### src/hw/rtl/efd_pkg.sv
// Shared constants and types for the escaped frame decoder.
// No dependencies; imported by every module of the block.
package efd_pkg;

  localparam int MAX_FRAME = 512;
  localparam int CNT_W     = $clog2(MAX_FRAME + 1);

  localparam logic [7:0] DELIM     = 8'hC0;
  localparam logic [7:0] ESC       = 8'hDB;
  localparam logic [7:0] ESC_DELIM = 8'hDC;
  localparam logic [7:0] ESC_ESC   = 8'hDD;
  localparam logic [7:0] SUM_GOOD  = 8'hFF;

  typedef struct packed {
    logic [7:0] data_byte;
    logic       is_command;
    logic       end_mark;
    logic       checksum_ok;
    logic       overflow;
  } efd_result_t;

endpackage

### src/hw/rtl/efd_decode.sv
// Frame state and per-byte unescape / checksum logic.
// Depends on efd_pkg; result feeds efd_outbuf.
module efd_decode import efd_pkg::*; (
  input  logic        clk,
  input  logic        rst_n,
  input  logic        accept,
  input  logic [7:0]  in_byte,
  output logic        res_valid,
  output efd_result_t res
);

  logic             esc_r,   esc_nxt;
  logic [7:0]       sum_r,   sum_nxt;
  logic             await_r, await_nxt;
  logic [CNT_W-1:0] cnt_r,   cnt_nxt;
  logic             ovf_r,   ovf_nxt;
  logic [7:0]       val;

  always_comb begin
    esc_nxt   = esc_r;
    sum_nxt   = sum_r;
    await_nxt = await_r;
    cnt_nxt   = cnt_r;
    ovf_nxt   = ovf_r;
    res_valid = 1'b0;
    res       = '0;
    val       = in_byte;
    if (esc_r && in_byte == ESC_DELIM) begin
      val = DELIM;
    end else if (esc_r && in_byte == ESC_ESC) begin
      val = ESC;
    end
    if (in_byte == DELIM) begin
      // close the frame; an empty one yields nothing
      res_valid       = !await_r || ovf_r;
      res.end_mark    = 1'b1;
      res.checksum_ok = (sum_r == SUM_GOOD);
      res.overflow    = ovf_r;
      esc_nxt   = 1'b0;
      sum_nxt   = '0;
      await_nxt = 1'b1;
      cnt_nxt   = '0;
      ovf_nxt   = 1'b0;
    end else if (cnt_r >= CNT_W'(MAX_FRAME)) begin
      ovf_nxt = 1'b1;
    end else begin
      cnt_nxt = cnt_r + CNT_W'(1);
      if (await_r) begin
        // command byte is taken raw
        await_nxt      = 1'b0;
        esc_nxt        = 1'b0;
        sum_nxt        = in_byte;
        res_valid      = 1'b1;
        res.data_byte  = in_byte;
        res.is_command = 1'b1;
      end else if (in_byte == ESC) begin
        esc_nxt = 1'b1;
      end else begin
        esc_nxt       = 1'b0;
        sum_nxt       = sum_r + val;
        res_valid     = 1'b1;
        res.data_byte = val;
      end
    end
    if (!accept) begin
      res_valid = 1'b0;
    end
  end

  always_ff @(posedge clk) begin
    if (!rst_n) begin
      esc_r   <= 1'b0;
      sum_r   <= '0;
      await_r <= 1'b1;
      cnt_r   <= '0;
      ovf_r   <= 1'b0;
    end else if (accept) begin
      esc_r   <= esc_nxt;
      sum_r   <= sum_nxt;
      await_r <= await_nxt;
      cnt_r   <= cnt_nxt;
      ovf_r   <= ovf_nxt;
    end
  end

  a_delim_clears: assert property (@(posedge clk) disable iff (!rst_n)
    (accept && in_byte == DELIM) |=> (await_r && cnt_r == '0 && !ovf_r && !esc_r))
    else $error("delimiter did not return frame state to idle");

  a_count_in_frame: assert property (@(posedge clk) disable iff (!rst_n)
    !await_r |-> cnt_r != '0)
    else $error("frame open with zero byte count");

endmodule

### src/hw/rtl/efd_outbuf.sv
// Result register with one skid entry, so input stays open while a result waits.
// Depends on efd_pkg.
module efd_outbuf import efd_pkg::*; (
  input  logic        clk,
  input  logic        rst_n,
  input  logic        res_valid,
  input  efd_result_t res,
  output logic        full,
  output logic        out_valid,
  input  logic        out_stall,
  output efd_result_t out_res
);

  logic        out_valid_r;
  efd_result_t out_r;
  logic        skid_valid_r;
  efd_result_t skid_r;
  logic        out_free;

  assign out_free  = !out_valid_r || !out_stall;
  assign full      = skid_valid_r;
  assign out_valid = out_valid_r;
  assign out_res   = out_r;

  always_ff @(posedge clk) begin
    if (!rst_n) begin
      out_valid_r  <= 1'b0;
      skid_valid_r <= 1'b0;
    end else if (out_free) begin
      // drain skid first, else take the new item
      out_valid_r  <= skid_valid_r || res_valid;
      skid_valid_r <= 1'b0;
    end else if (res_valid) begin
      skid_valid_r <= 1'b1;
    end
  end

  always_ff @(posedge clk) begin
    if (out_free) begin
      out_r <= skid_valid_r ? skid_r : res;
    end
    if (!out_free && res_valid) begin
      skid_r <= res;
    end
  end

  a_skid_behind_out: assert property (@(posedge clk) disable iff (!rst_n)
    skid_valid_r |-> out_valid_r)
    else $error("skid holds an item while output is empty");

  a_no_overrun: assert property (@(posedge clk) disable iff (!rst_n)
    res_valid |-> !skid_valid_r)
    else $error("new result arrived while skid is full");

  a_skid_drains: assert property (@(posedge clk) disable iff (!rst_n)
    (skid_valid_r && !out_stall) |=> (out_valid_r && !skid_valid_r))
    else $error("skid entry not moved to output");

endmodule

### src/hw/rtl/escaped_frame_decoder_checksum.sv
// Escaped frame decoder with additive checksum: top level.
// A result is registered on out_* from its accepted input item, or held in the skid entry while out_stall is high.
// Throughput: one input item per cycle; the two-entry result buffer stalls input
// only while both entries are held, which happens only after a stalled output.
// Reset (rst_n low, synchronous) idles the frame state and empties the buffer.
// Depends on efd_pkg, efd_decode, efd_outbuf.
module escaped_frame_decoder_checksum import efd_pkg::*; (
  input  logic       clk,
  input  logic       rst_n,
  input  logic       in_valid,
  output logic       in_stall,
  input  logic [7:0] in_byte,
  output logic       out_valid,
  input  logic       out_stall,
  output logic [7:0] out_data_byte,
  output logic       out_is_command,
  output logic       out_end_mark,
  output logic       out_checksum_ok,
  output logic       out_overflow
);

  logic        accept;
  logic        res_valid;
  efd_result_t res;
  logic        full;
  efd_result_t out_res;

  assign in_stall = full;
  assign accept   = in_valid && !full;

  efd_decode u_decode (
    .clk       (clk),
    .rst_n     (rst_n),
    .accept    (accept),
    .in_byte   (in_byte),
    .res_valid (res_valid),
    .res       (res)
  );

  efd_outbuf u_outbuf (
    .clk       (clk),
    .rst_n     (rst_n),
    .res_valid (res_valid),
    .res       (res),
    .full      (full),
    .out_valid (out_valid),
    .out_stall (out_stall),
    .out_res   (out_res)
  );

  assign out_data_byte   = out_res.data_byte;
  assign out_is_command  = out_res.is_command;
  assign out_end_mark    = out_res.end_mark;
  assign out_checksum_ok = out_res.checksum_ok;
  assign out_overflow    = out_res.overflow;

endmodule

### config.mk
export PLATFORM = sky130hd
export DESIGN_NAME = escaped_frame_decoder_checksum
export DESIGN_NICKNAME = d
export VERILOG_FILES = /design/src/hw/rtl/efd_pkg.sv /design/src/hw/rtl/efd_decode.sv /design/src/hw/rtl/efd_outbuf.sv /design/src/hw/rtl/escaped_frame_decoder_checksum.sv
export SDC_FILE = /design/constraint.sdc
export NUM_CORES = 1
export LEC_CHECK = 0
export ABC_CLOCK_PERIOD_IN_PS = 4100
export BUFFER_PORTS_ARGS = -buffer_cell sky130_fd_sc_hd__clkbuf_2
export CAP_MARGIN = 20
export CORE_MARGIN = 2
export CORE_UTILIZATION = 56
export DETAILED_ROUTE_END_ITERATION = 8
export HOLD_SLACK_MARGIN = 0.02
export PLACE_DENSITY = 0.76
export RECOVER_POWER = 50
export SYNTH_ARGS = -nofsm -noshare
export SYNTH_HDL_FRONTEND = slang
export SYNTH_SLANG_ARGS = --single-unit
### constraint.sdc
create_clock -name clk -period 4.1 [get_ports clk]
set_clock_uncertainty 0.1 [all_clocks]
set_input_delay 0.41 -clock clk [delete_from_list [all_inputs] [get_ports clk]]
set_output_delay 0.41 -clock clk [all_outputs]
set_load 0.005 [all_outputs]
== Word-level counts from Yosys, hierarchy flattened ==
Cells that the tools add are included.
Widths: inputs -> output; s select.

* $add $sub $neg: 2
* Magnitude comparators: 1
* Equal/unequal tests: 7
* Mux-type cells: 28
* Bitwise logic cells: 1
* Reduce and logical (&&, ||, !) cells: 17

{| class="wikitable"
|+ Operator list
! cell !! count
|-
| $mux 8 || 8
|-
| $eq 8x8->1 const B || 5
|-
| $mux 10 || 2
|-
| $mux 9 || 2
|-
| $mux 1 || 14
|-
| $mux 12 || 1
|-
| $add 10x1->10 const B || 1
|-
| $ge 10x10->1 const B || 1
|-
| $add 8x8->8 || 1
|-
| $logic_not 1->1 || 5
|-
| $logic_and 1x1->1 || 4
|-
| $reduce_and 2->1 || 2
|-
| $logic_or 1x1->1 || 3
|-
| $mux 3 || 1
|-
| $ne 3x1->1 const B || 1
|-
| $reduce_and 3->1 || 1
|-
| $ne 2x1->1 const B || 1
|-
| $reduce_bool 2->1 || 1
|-
| $reduce_or 2->1 || 1
|-
| $not 1->1 || 1
|}

* Flip-flop bits (word level): 47
* Logic and storage cells: 73

== Logic depth before layout (Yosys ltp) ==
Gate-level depths: netlist of run 1.

* Depth after elaboration: 9
* Depth in mapped cells: 10

== Modules after synthesis ==
A second synthesis of run 1 with hierarchy kept.

* Cell total of the unflattened synthesis: 246
* Area total of the unflattened synthesis: 2521.2 um^2

{| class="wikitable"
|+ By module, submodules not included
! module !! instances !! cells an instance !! area each (um^2) !! sequential area each (um^2)
|-
| efd_decode || 1 || 201 || 1564.0 || 420.4
|-
| efd_outbuf || 1 || 44 || 943.4 || 760.7
|-
| escaped_frame_decoder_checksum || 1 || 1 || 13.8 || 0.0
|}

== Least setup slack after synthesis of run 1 ==
OpenSTA, ideal clock, no wires.

* Path kind: input to register
* Start point: in in_byte[5]
* End point: reg u_decode.sum_r[6]
* Arrival: 2.218 ns
* Data required time: 3.883 ns
* Path slack: 1.665 ns
* Cell stages on the path: 10
* Buffers on the path: 0
* Cell sequence: and4b_1 nand4_1 o21bai_1 inv_1 fa_1 nor2b_1 o2111a_1 o31a_1 o31ai_1 a22o_1

* Longest elaborated chain between the ends: 9

{| class="wikitable"
|+ RTL lines
! element !! RTL line !! source
|-
| from (decl) || escaped_frame_decoder_checksum.sv:12 || <nowiki>input logic [7:0] in_byte,</nowiki>
|-
| $eq 8x8->1 || efd_decode.sv:30 || <nowiki>end else if (esc_r && in_byte == ESC_ESC) begin</nowiki>
|-
| $logic_and 1x1->1 || efd_decode.sv:30 ||
|-
| $mux 8 || efd_decode.sv:30 ||
|-
| $mux 8 || efd_decode.sv:28 || <nowiki>if (esc_r && in_byte == ESC_DELIM) begin</nowiki>
|-
| $add 8x8->8 || efd_decode.sv:60 || <nowiki>sum_nxt = sum_r + val;</nowiki>
|-
| $mux 8 || efd_decode.sv:56 || <nowiki>end else if (in_byte == ESC) begin</nowiki>
|-
| $mux 8 || efd_decode.sv:48 || <nowiki>if (await_r) begin</nowiki>
|-
| $mux 8 || efd_decode.sv:44 || <nowiki>end else if (cnt_r >= CNT_W'(MAX_FRAME)) begin</nowiki>
|-
| $mux 8 || efd_decode.sv:33 || <nowiki>if (in_byte == DELIM) begin</nowiki>
|-
| to (signal assigned) || efd_decode.sv:79 || <nowiki>sum_r <= sum_nxt;</nowiki>
|-
| to (decl) || efd_decode.sv:13 || <nowiki>logic [7:0] sum_r, sum_nxt;</nowiki>
|}

Parallel ways exist; a longest one is shown, timed or not. The select of a mux whose other input is x is not followed.
A chain may end at the register's enable or synchronous reset.

== Worst setup path after layout of run 1 ==
* Start point: in in_byte[1]
* End point: reg u_outbuf.skid_r[5] in the netlist's numbering (enable)

* Longest elaborated chain between the ends: 7

{| class="wikitable"
|+ RTL lines
! element !! RTL line !! source
|-
| $eq 8x8->1 || efd_decode.sv:56 ||
|-
| $mux 1 || efd_decode.sv:56 ||
|-
| $mux 1 || efd_decode.sv:48 ||
|-
| $mux 1 || efd_decode.sv:44 ||
|-
| $mux 1 * || efd_decode.sv:33 ||
|-
| $mux 1 * || efd_decode.sv:65 || <nowiki>if (!accept) begin</nowiki>
|-
| $logic_and 1x1->1 * || efd_outbuf.sv:42 || <nowiki>if (!out_free && res_valid) begin</nowiki>
|-
| to (signal assigned) || efd_outbuf.sv:43 || <nowiki>skid_r <= res;</nowiki>
|-
| to (decl) || efd_outbuf.sv:17 || <nowiki>efd_result_t skid_r;</nowiki>
|}

Mark *: on every way between the ends. The rest lies on a longest branch, timed or not.

==> reports/results.txt, run 1 <==
By area, the combinational part of the netlist is dominated by simple AND/OR/NAND/NOR gates. Summing all multi-input logic gate instances after layout gives 0.00128 mm2. The effective utilization at floorplan is 59.2%. Shortest period the worst path allows: 3.09 ns. The terminating pin of the worst hold path is u_outbuf.full$_SDFFE_PP0P_. The tools report the floorplan die area as 0.00526 mm2. For the number of synthesis warnings, the log shows 0.

The number of synthesized flops with an enable pin is 24, and the clock transition at the registers of the reported paths is 0.09 ns. Number of H-tree levels: 2. Global routing finished with a remaining overflow of 0. The cell area power density was 342 mW/mm2. In this run the most critical hold path is launched from out_stall.

For this design, the sink count on the clock tree is 47. At the worst endpoint, the required time is 4.01 ns. The total setup buffers inserted after CTS was 0. In the final layout, the share of cells above drive strength 1 is 16.7%. In this run the worst path has a maximum fanout of 11.

For the register area, the log shows 0.00118 mm2. Global routing consumed, over all layers together, 21.5% of the routing resources. Sorting the synthesized cells by area gives the leading types as sky130_fd_sc_hd__edfxtp_1 27%, sky130_fd_sc_hd__dfxtp_1 17%, sky130_fd_sc_hd__ha_1 4.3%. The worst register-to-register path has a setup slack of 1.24 ns.

Across the run, the number of max-cap violations was 0. The detail route stage leaves a number of antenna-violating nets equal to 0. In this run the core area contains 24 standard-cell rows. Among all flip-flop cells after synthesis, the most frequent one is sky130_fd_sc_hd__edfxtp_1. The insertion delay to the later sink of the worst-skew pair is 0.30 ns. The xor and xnor area share after synthesis was 2.66%; the number of hold violations in the final report was 0. The number of antenna diodes in the final layout is 0. After synthesis, the share of cell area in mux cells is 4.66%. The most numerous cell in the Yosys netlist was sky130_fd_sc_hd__edfxtp_1. TritonCTS built the clock tree. Compared with the post-synthesis result, the final layout area differs by 6.80%.

The run gives 1,900 as the via count of the first global-routing pass. After synthesis, flip-flops and latches occupy 44.9% of the total area. Cts-stage hold buffer count: 0. The number of filler cells placed in the layout is 386, and the total setup violations reported at the end of the flow is 0. Synthesis handed over a netlist of 251 instances. After clock tree synthesis, the repair step resized 0 gates. Along the worst hold path, the cell count comes to 2. In this run the tightest slew margin relative to its limit is 26.8%. The detail-routed net length per standard cell was 15.8 um.

Summing the areas of all compound-gate instances in the mapped netlist gives 16.5% of the synthesized area. The tools report the detailed-routing iteration count for the pre-antenna-repair pass as 4. The worst setup path is of the in -> reg kind. The cell area that synthesis handed to floorplanning was 0.00263 mm2. The per-cell via count in the routed design came out at 5.98. Pin slew with the least headroom to its limit: 1.09 ns. At the end of the flow the core is filled with cells to 63.2%. The DRC violations left was 0. The tools report the core area as 0.00444 mm2.

For the worst ir drop on vdd, the log shows 0.160 mV. The top cell type's share of synthesized area is 27.4%, and the unique cell type count in the Yosys netlist is 60. The first global-routing pass estimated 8970 um of wire. Setup repair after global routing left no endpoint under its margin.

The run finished with clean final reports. For the largest net degree at the start of global routing, the log shows 24. The logs give 273 for the net count after synthesis and 2 for the maximum clock insertion buffer count.

For the number of buffers added by the clock tree synthesis step, the log shows 5. The root buffer cell chosen for the clock tree is sky130_fd_sc_hd__clkbuf_8. The final layout contains routed wiring with a total length of 5170 um.

The largest total area in the synthesized netlist belongs to sky130_fd_sc_hd__edfxtp_1. In this run the critical register-to-register path is launched from u_decode.await_r$_SDFFE_PN1P_. The fraction of the cycle the final worst path needs was 75.4%. Summed over all failing endpoints, the final setup total negative slack is 0 ns. Ranked by instance count, the synthesized netlist is headed by 24 x sky130_fd_sc_hd__edfxtp_1, 23 x sky130_fd_sc_hd__dfxtp_1, 18 x sky130_fd_sc_hd__nor2_1. For this run, asynchronously set or reset flops after synthesis account for 0%. At the end of routability-driven placement, the weighted congestion stood at 0.941. From left edge to right edge, the die measures 72.5 um.

In the final design database the tool counted 296 nets. The post-synthesis average cell area was 10.5 um2. After Yosys synthesis, and, or, nand and nor cells account for 20.7% of the synthesized area. The synthesized netlist devotes 5.04% of its cell area to adder and majority cells.

Detailed routing inserted a total of 1,956 vias. The initial antenna violation count was 0. The cell leakage power was 1.12 nW; the flip-flop and latch count after synthesis was 47. The path depth of the worst reg2reg path is 6. The vertical extent of the die was 72.5 um; the peak clock frequency supported by timing was 324 MHz. Data on the critical path arrives at its endpoint at 3.00 ns. The type of the most critical hold path is in -> reg. The number of port buffers was 25; the final number of max-transition violations was 0. The worst setup path is launched from an input port. The detailed router finished its first iteration with 75 violations. During I/O placement, the number of pins put on the boundary was 26.

Detailed placement ended at an HPWL of 3820 um. The endpoint identified for the worst register-to-register timing path is u_outbuf.skid_r[5]$_DFFE_PP_. STA classifies the critical path endpoint as a flip-flop.
critical path, stage by stage:
cell	delay, ns
sky130_fd_sc_hd__clkbuf_1	0.17
sky130_fd_sc_hd__nor4_1	0.85
sky130_fd_sc_hd__nand2_1	0.48
sky130_fd_sc_hd__a221oi_1	0.34
sky130_fd_sc_hd__o21a_1	0.20
sky130_fd_sc_hd__nor2b_1	0.30
sky130_fd_sc_hd__buf_4	0.24
per-layer routing:
metal	global-route usage [%]	part of all wire, %	up-vias
met1	29.0	49	938
met5	0	0	-
met2	34.9	47	36
met3	4.86	3.9	5
met4	6.17	0.52	0
li1	-	-	977
through the flow:
stage / total power, mW / hold slack (ns) / cells / setup WS, ns / area (um2)
floorplan: 0.641 / 0.329 / 251 / 1.67 / 2630
global placement: 0.680 / 0.346 / 319 / 1.23 / 2740
detailed placement: 0.683 / 0.354 / 319 / 1.25 / 2740
CTS: 0.973 / 0.262 / 327 / 1.25 / 2840
global route: 1.01 / 0.275 / 327 / 0.837 / 2810
finish: 0.962 / 0.265 / 327 / 1.01 / 2810
flip-flops by register name, indices dropped and copies added, names as in the netlist:
signal / cells
u_outbuf.skid_r: 12
u_outbuf.out_valid: 1
u_decode.sum_r: 8
u_outbuf.out_res: 12
u_decode.ovf_r: 1
u_outbuf.full: 1
u_decode.cnt_r: 10
u_decode.await_r: 1
u_decode.esc_r: 1
worst max-delay path by stage:
stage                                        startpoint                             end  slack (ns)  cells after the start
after floorplan                              in_byte[5]  u_decode.sum_r[6]$_SDFFE_PN0P_        1.67                     10
after global placement    u_decode.await_r$_SDFFE_PN1P_   u_outbuf.skid_r[10]$_DFFE_PP_        1.23                      6
after detailed placement                     in_byte[4]   u_outbuf.skid_r[10]$_DFFE_PP_        1.25                      7
after CTS                 u_decode.await_r$_SDFFE_PN1P_   u_outbuf.skid_r[10]$_DFFE_PP_        1.25                      6
after global routing                         in_byte[1]  u_decode.cnt_r[8]$_SDFFE_PN0P_        0.84                      5
final                                        in_byte[1]    u_outbuf.skid_r[5]$_DFFE_PP_        1.01                      7
layout by cell type (no fill, tap or decap), types with 2 or more instances in the layout:
master                     count
sky130_fd_sc_hd__edfxtp_1     24
sky130_fd_sc_hd__dfxtp_1      23
sky130_fd_sc_hd__nor2_1       18
sky130_fd_sc_hd__clkbuf_2     18
sky130_fd_sc_hd__nand2_1      16
sky130_fd_sc_hd__inv_1        14
sky130_fd_sc_hd__a21oi_1      12
sky130_fd_sc_hd__mux2_2       10
sky130_fd_sc_hd__ha_1          9
sky130_fd_sc_hd__nor2b_1       8
sky130_fd_sc_hd__nand4_1       8
sky130_fd_sc_hd__clkbuf_1      8
sky130_fd_sc_hd__and3_1        7
sky130_fd_sc_hd__xor2_1        7
sky130_fd_sc_hd__o31ai_1       6
sky130_fd_sc_hd__and2_1        6
sky130_fd_sc_hd__o21ai_0       6
sky130_fd_sc_hd__nand3_1       6
sky130_fd_sc_hd__clkbuf_8      6
sky130_fd_sc_hd__o21a_1        5
sky130_fd_sc_hd__nor3_1        4
sky130_fd_sc_hd__nor4_1        3
sky130_fd_sc_hd__nand2b_1      3
sky130_fd_sc_hd__a22o_1        3
sky130_fd_sc_hd__a21boi_1      3
sky130_fd_sc_hd__o211ai_1      3
sky130_fd_sc_hd__o2111a_1      2
sky130_fd_sc_hd__o31a_1        2
sky130_fd_sc_hd__a211oi_1      2
sky130_fd_sc_hd__o221ai_1      2
sky130_fd_sc_hd__or3_1         2
sky130_fd_sc_hd__buf_4         2
cells by family after synthesis:
family / Yosys count
muxes: 11
xor gates and xnor gates: 8
and+or+nand+nor: 92
AOI/OAI and AO/OA: 58
buffers and inverters: 25
adders and majority gates: 10
DFF: 47
layout make-up:
class / instances / area share, %
Sequential cell: 47 / 42.0
Tap cell: 52 / 2.32
Clock buffer: 7 / 3.07
Clock inverter: 1 / 0.312
Multi-Input combinational cell: 179 / 45.7
Timing Repair Buffer: 27 / 4.67
Inverter: 14 / 1.87
power breakdown:
group	switching, mW	internal, mW	leakage (nW)	total, mW
clock network	0.152	0.138	0.0484	0.291
registers	0.0183	0.517	0.425	0.536
logic	0.0749	0.0605	0.651	0.135
total	0.246	0.716	1.12	0.962
Power figures use the tool's default switching activity.
==> run 2, diff against run 1 <==
Settings changed: ABC_AREA from default to 1, ABC_CLOCK_PERIOD_IN_PS 4100 to 2900.
Clock period 4.1 ns to 2.9 ns, I/O delays scaled along.
==> reports/results.txt, run 2 <==
The area of all placed cells without fillers is 0.00289 mm2 (+2.8%). The tools report the total setup buffers inserted after CTS as 0 (unchanged). The tools report the effective utilization at floorplan as 56.9% (-2.3 points). The synthesized instance count came out at 360 (+43%). The path depth of the worst reg2reg path works out to 8 (+2). The insertion delay to the later sink of the worst-skew pair was 0.31 ns (about the same). The run gives 0 (unchanged) as the count of instances resized after the clock tree is built. The worst hold path stage count works out to 3 (+1). The run gives 0 (unchanged) as the number of synthesis warnings. For the number of violations of the max-capacitance limit, the log shows 0 (unchanged). The cell area power density was 505 mW/mm2 (+47%); the top cell type's share of synthesized area was 27.2% (-0.23 points). The tools report the global-route wire length before repair as 9200 um (+2.6%). The total I/O pin count was 26 (unchanged). The tools report the largest net degree at the start of global routing as 18 (-25%). TritonCTS built the clock tree. The library cell used most frequently in the layout, excluding fill and tap cells, is sky130_fd_sc_hd__nand2_1. The tools report the initial antenna violation count as 0 (unchanged). The layout cell share with drive strength beyond 1 was 9.90% (-6.8 points); the die outline width was 72.8 um (+0.41%). Static timing analysis puts the maximum clock frequency at 440 MHz. Sorting the synthesized cells by area gives the leading types as sky130_fd_sc_hd__edfxtp_1 27%, sky130_fd_sc_hd__dfxtp_1 17%, sky130_fd_sc_hd__nand2_1 17%. The worst setup path is captured at a flip-flop. The tools report the final hold slack as 0.123 ns (-0.142 ns). For the final standard cell count with taps included and fillers excluded, the log shows 438 (+34%). For the final core area utilization, the log shows 62.0% (-1.3 points). The final number of max-transition violations was 0 (unchanged); the switching part of the total was 26.8% (+1.3 points). Relative to the synthesized area, the layout overhead comes to 8.82%.

The number of filler cells placed in the layout was 413 (+7.0%). The logs give 0 (unchanged) for the total setup violations reported at the end of the flow and 34.3% (+4.1 points) for the proportion of power drawn by the clock network. The worst path uses 78.4% of the clock period. The number of port buffers was 25 (unchanged); the cell internal power dissipation was 1.07 mW (+49%). Counting stages on the worst path, the most repeated cell is sky130_fd_sc_hd__inv_1. The logs give 64.1% (+37 points) for the relative slew slack and 0 (unchanged) for the remaining antenna violation count after routing. The most numerous cell in the Yosys netlist is sky130_fd_sc_hd__nand2_1. The tools report the register share of total power as 52.1% (-3.6 points). Broken down by cell family, the worst path's largest delay share belongs to buffers and inverters. The proportion of register bits with asynchronous set or reset after synthesis works out to 0% (unchanged). Number of buffers added by the clock tree synthesis step: 5 (unchanged). The delay of the slowest cell on the worst path was 0.46 ns (-0.39 ns).

The post-synthesis average cell area is 7.37 um2 (-30%). The detailed-routing iteration count for the pre-antenna-repair pass is 5 (+1). The clock transition at the registers of the reported paths was 0.09 ns (about the same); the number of clock sinks seen by CTS was 47 (unchanged). The critical path goes through inv_1, nand2_1, inv_1, nand3_2, nand2_2, nand3_1, nor2_1, buf_4.

The number of synthesized flops with an enable pin was 24 (unchanged); the count of vias placed by the detailed router was 2,311 (+18%). In this run the critical register-to-register path is launched from u_outbuf.full$_SDFFE_PP0P_. The tightest min-delay check is of the in -> reg type. The register-to-register path setup slack is 0.63 ns (-0.61 ns), and the via count of the first global-routing pass is 2,001 (+5.3%). The run gives 430 (+35%) as the post-placement cell count.

Final weighted congestion of routability-driven global placement: 0.890 (-5.4%). The logs give 2 (unchanged) for the maximum clock insertion buffer count and 0.391 mW (+59%) for the net switching power. The cell leakage power came out at 1.40 nW (+24%).

Summed over all instances, the cell type with the most area after synthesis is sky130_fd_sc_hd__edfxtp_1. For the detailed placer's ending HPWL, the log shows 4120 um (+7.9%). The tree is rooted in a sky130_fd_sc_hd__clkbuf_8. The run gives 1.46 mW (+51%) as the final total power. The count of standard-cell rows is 25 (+4.2%), and the sum of negative setup slack is 0 ns (unchanged). Setup repair after global routing left no endpoint under its margin.

The tools report the arrival time at the worst endpoint as 2.19 ns (-0.81 ns). The most used flip-flop cell after synthesis is sky130_fd_sc_hd__edfxtp_1. The combinational power share was 13.6% (-0.5 points). The total placed instance area was 0.00280 mm2 (+2.1%); the cell area after technology mapping was 0.00265 mm2 (+0.86%).

After synthesis, the most frequently instantiated cells are 118 x sky130_fd_sc_hd__nand2_1, 51 x sky130_fd_sc_hd__inv_1, 30 x sky130_fd_sc_hd__nand3_1. Pin slew with the least headroom to its limit: 0.537 ns (-0.550 ns). The run gives 382 (+40%) as the net count after synthesis. The tools report the unique cell type count in the Yosys netlist as 28 (-53%). The number of hold violations in the final report is 0 (unchanged), and the layout net count is 405 (+37%).

The worst ir drop on vdd is 0.237 mV (+48%). The terminating pin of the worst hold path was u_outbuf.out_valid$_SDFFE_PN0P_. The final routed wirelength across all metal layers was 5550 um (+7.2%). The total inserted antenna cells is 0 (unchanged). The run gives 186 (+150%) as the initial detailed-routing violation count.

The logs give 0 (unchanged) for the remaining global-route overflow and 0 (unchanged) for the cts-stage hold buffer count. The worst hold path begins at out_stall. Setup slack of the critical path after layout: 0.628 ns (-0.383 ns). Sum of buffers and inverters on the critical path: 3 (+1). Vertical extent of the die: 72.8 um (+0.41%). The core area was 0.00466 mm2 (+4.9%). STA classifies the critical path startpoint as a flip-flop. The detail-routed net length per standard cell is 12.7 um (-20%). The library cells used most frequently in the layout, excluding fill and tap cells, are 119 x sky130_fd_sc_hd__nand2_1, 54 x sky130_fd_sc_hd__inv_1, 30 x sky130_fd_sc_hd__nand3_1. The setup path with the least slack is of type reg -> reg.

The DRC violations left is 0 (unchanged), and the combined area of the multi-input logic cells is 0.00118 mm2 (-7.8%). The top fanout value on the critical path is 16 (+5), and the required time of the critical path is 2.81 ns (-1.20 ns). The register area was 0.00118 mm2 (unchanged). The number of H-tree levels was 2 (unchanged). The logs give 0.00531 mm2 (+0.81%) for the floorplan die area and 44.5% (-0.38 points) for the sequential area share after synthesis. The endpoint of the lowest-slack register-to-register path is u_outbuf.skid_r[4]$_DFFE_PP_.

Per-cell via count in the routed design: 5.28 (-12%). For this design, the slowest cell found on the critical path is sky130_fd_sc_hd__dfxtp_1. The flip-flop and latch count after synthesis was 47 (unchanged); the total routing resource utilization after global routing was 22.5% (+0.91 points). The shortest period the worst path allows is 2.27 ns, and the worst slack at placement is 0.698 ns (-0.552 ns). The flow ran to the end, and the final reports show no timing, DRC or antenna violations.
==> run 2: cell count changes in the layout (fill, tap and decap cells not counted), moves of 8 or more <==
cell,change
sky130_fd_sc_hd__mux2_2,-10
sky130_fd_sc_hd__a21oi_1,+8
sky130_fd_sc_hd__nand2_1,+103
sky130_fd_sc_hd__nor2_1,+8
sky130_fd_sc_hd__inv_1,+40
sky130_fd_sc_hd__nor2b_1,-8
sky130_fd_sc_hd__nand3_1,+24
==> run 2: power groups by stage <==
| stage | combinational, mW | sequential (mW) | clock (mW) |
|---|---|---|---|
| 3_3_place_gp | 0.195 | 0.773 | 0 |
| 3_5_place_dp | 0.198 | 0.773 | 0 |
| 4_1_cts | 0.200 | 0.758 | 0.502 |
| 2_1_floorplan | 0.139 | 0.769 | 0 |
| 5_1_grt | 0.229 | 0.763 | 0.532 |
| 6_report | 0.199 | 0.758 | 0.500 |
==> run 2: logic make-up after synthesis <==
logic type               Yosys count  share of synthesized area, %
adder cells (fa/ha/maj)           10                          5.00
flip-flops                        47                          44.5
AO/OA/AOI/OAI                     34                          6.46
XOR/XNOR                           2                         0.660
buffers and inverters             67                          10.2
AND/OR/NAND/NOR                  200                          33.1
==> run 2: final cells by class <==
class	count	area share, %
clock buffer	5	2.38
multi-input combinational	246	41.0
sequential	47	40.9
inverter	57	7.50
timing repair buffer	26	4.25
clock inverter	3	1.60
tap	54	2.34
==> run 2: worst max-delay path by stage <==
| stage | from | to | cells past startpoint |
|---|---|---|---|
| floorplan | u_outbuf.full$_SDFFE_PP0P_ | u_outbuf.skid_r[0]$_DFFE_PP_ | 7 |
| global placement | in_byte[6] | u_decode.sum_r[4]$_SDFFE_PN0P_ | 13 |
| detailed placement | in_byte[4] | u_decode.sum_r[4]$_SDFFE_PN0P_ | 13 |
| CTS | u_decode.esc_r$_SDFFE_PN0P_ | u_decode.sum_r[4]$_SDFFE_PN0P_ | 15 |
| global route | u_outbuf.full$_SDFFE_PP0P_ | u_outbuf.skid_r[11]$_DFFE_PP_ | 8 |
| finish | u_outbuf.full$_SDFFE_PP0P_ | u_outbuf.skid_r[4]$_DFFE_PP_ | 8 |
==> run 2: layer usage <==
layer	global-route usage [%]	wire length, um
met3	5.11	406
met4	6.17	65
met5	0	0
met1	31.9	2650
met2	34.5	2430
==> run 2: worst register-to-register path, stage by stage (launching register included) <==
cell and delay [ns]:
sky130_fd_sc_hd__dfxtp_1 0.46, sky130_fd_sc_hd__inv_1 0.35, sky130_fd_sc_hd__nand2_1 0.15, sky130_fd_sc_hd__inv_1 0.16
sky130_fd_sc_hd__nand3_2 0.10, sky130_fd_sc_hd__nand2_2 0.21, sky130_fd_sc_hd__nand3_1 0.13, sky130_fd_sc_hd__nor2_1 0.10
sky130_fd_sc_hd__buf_4 0.21
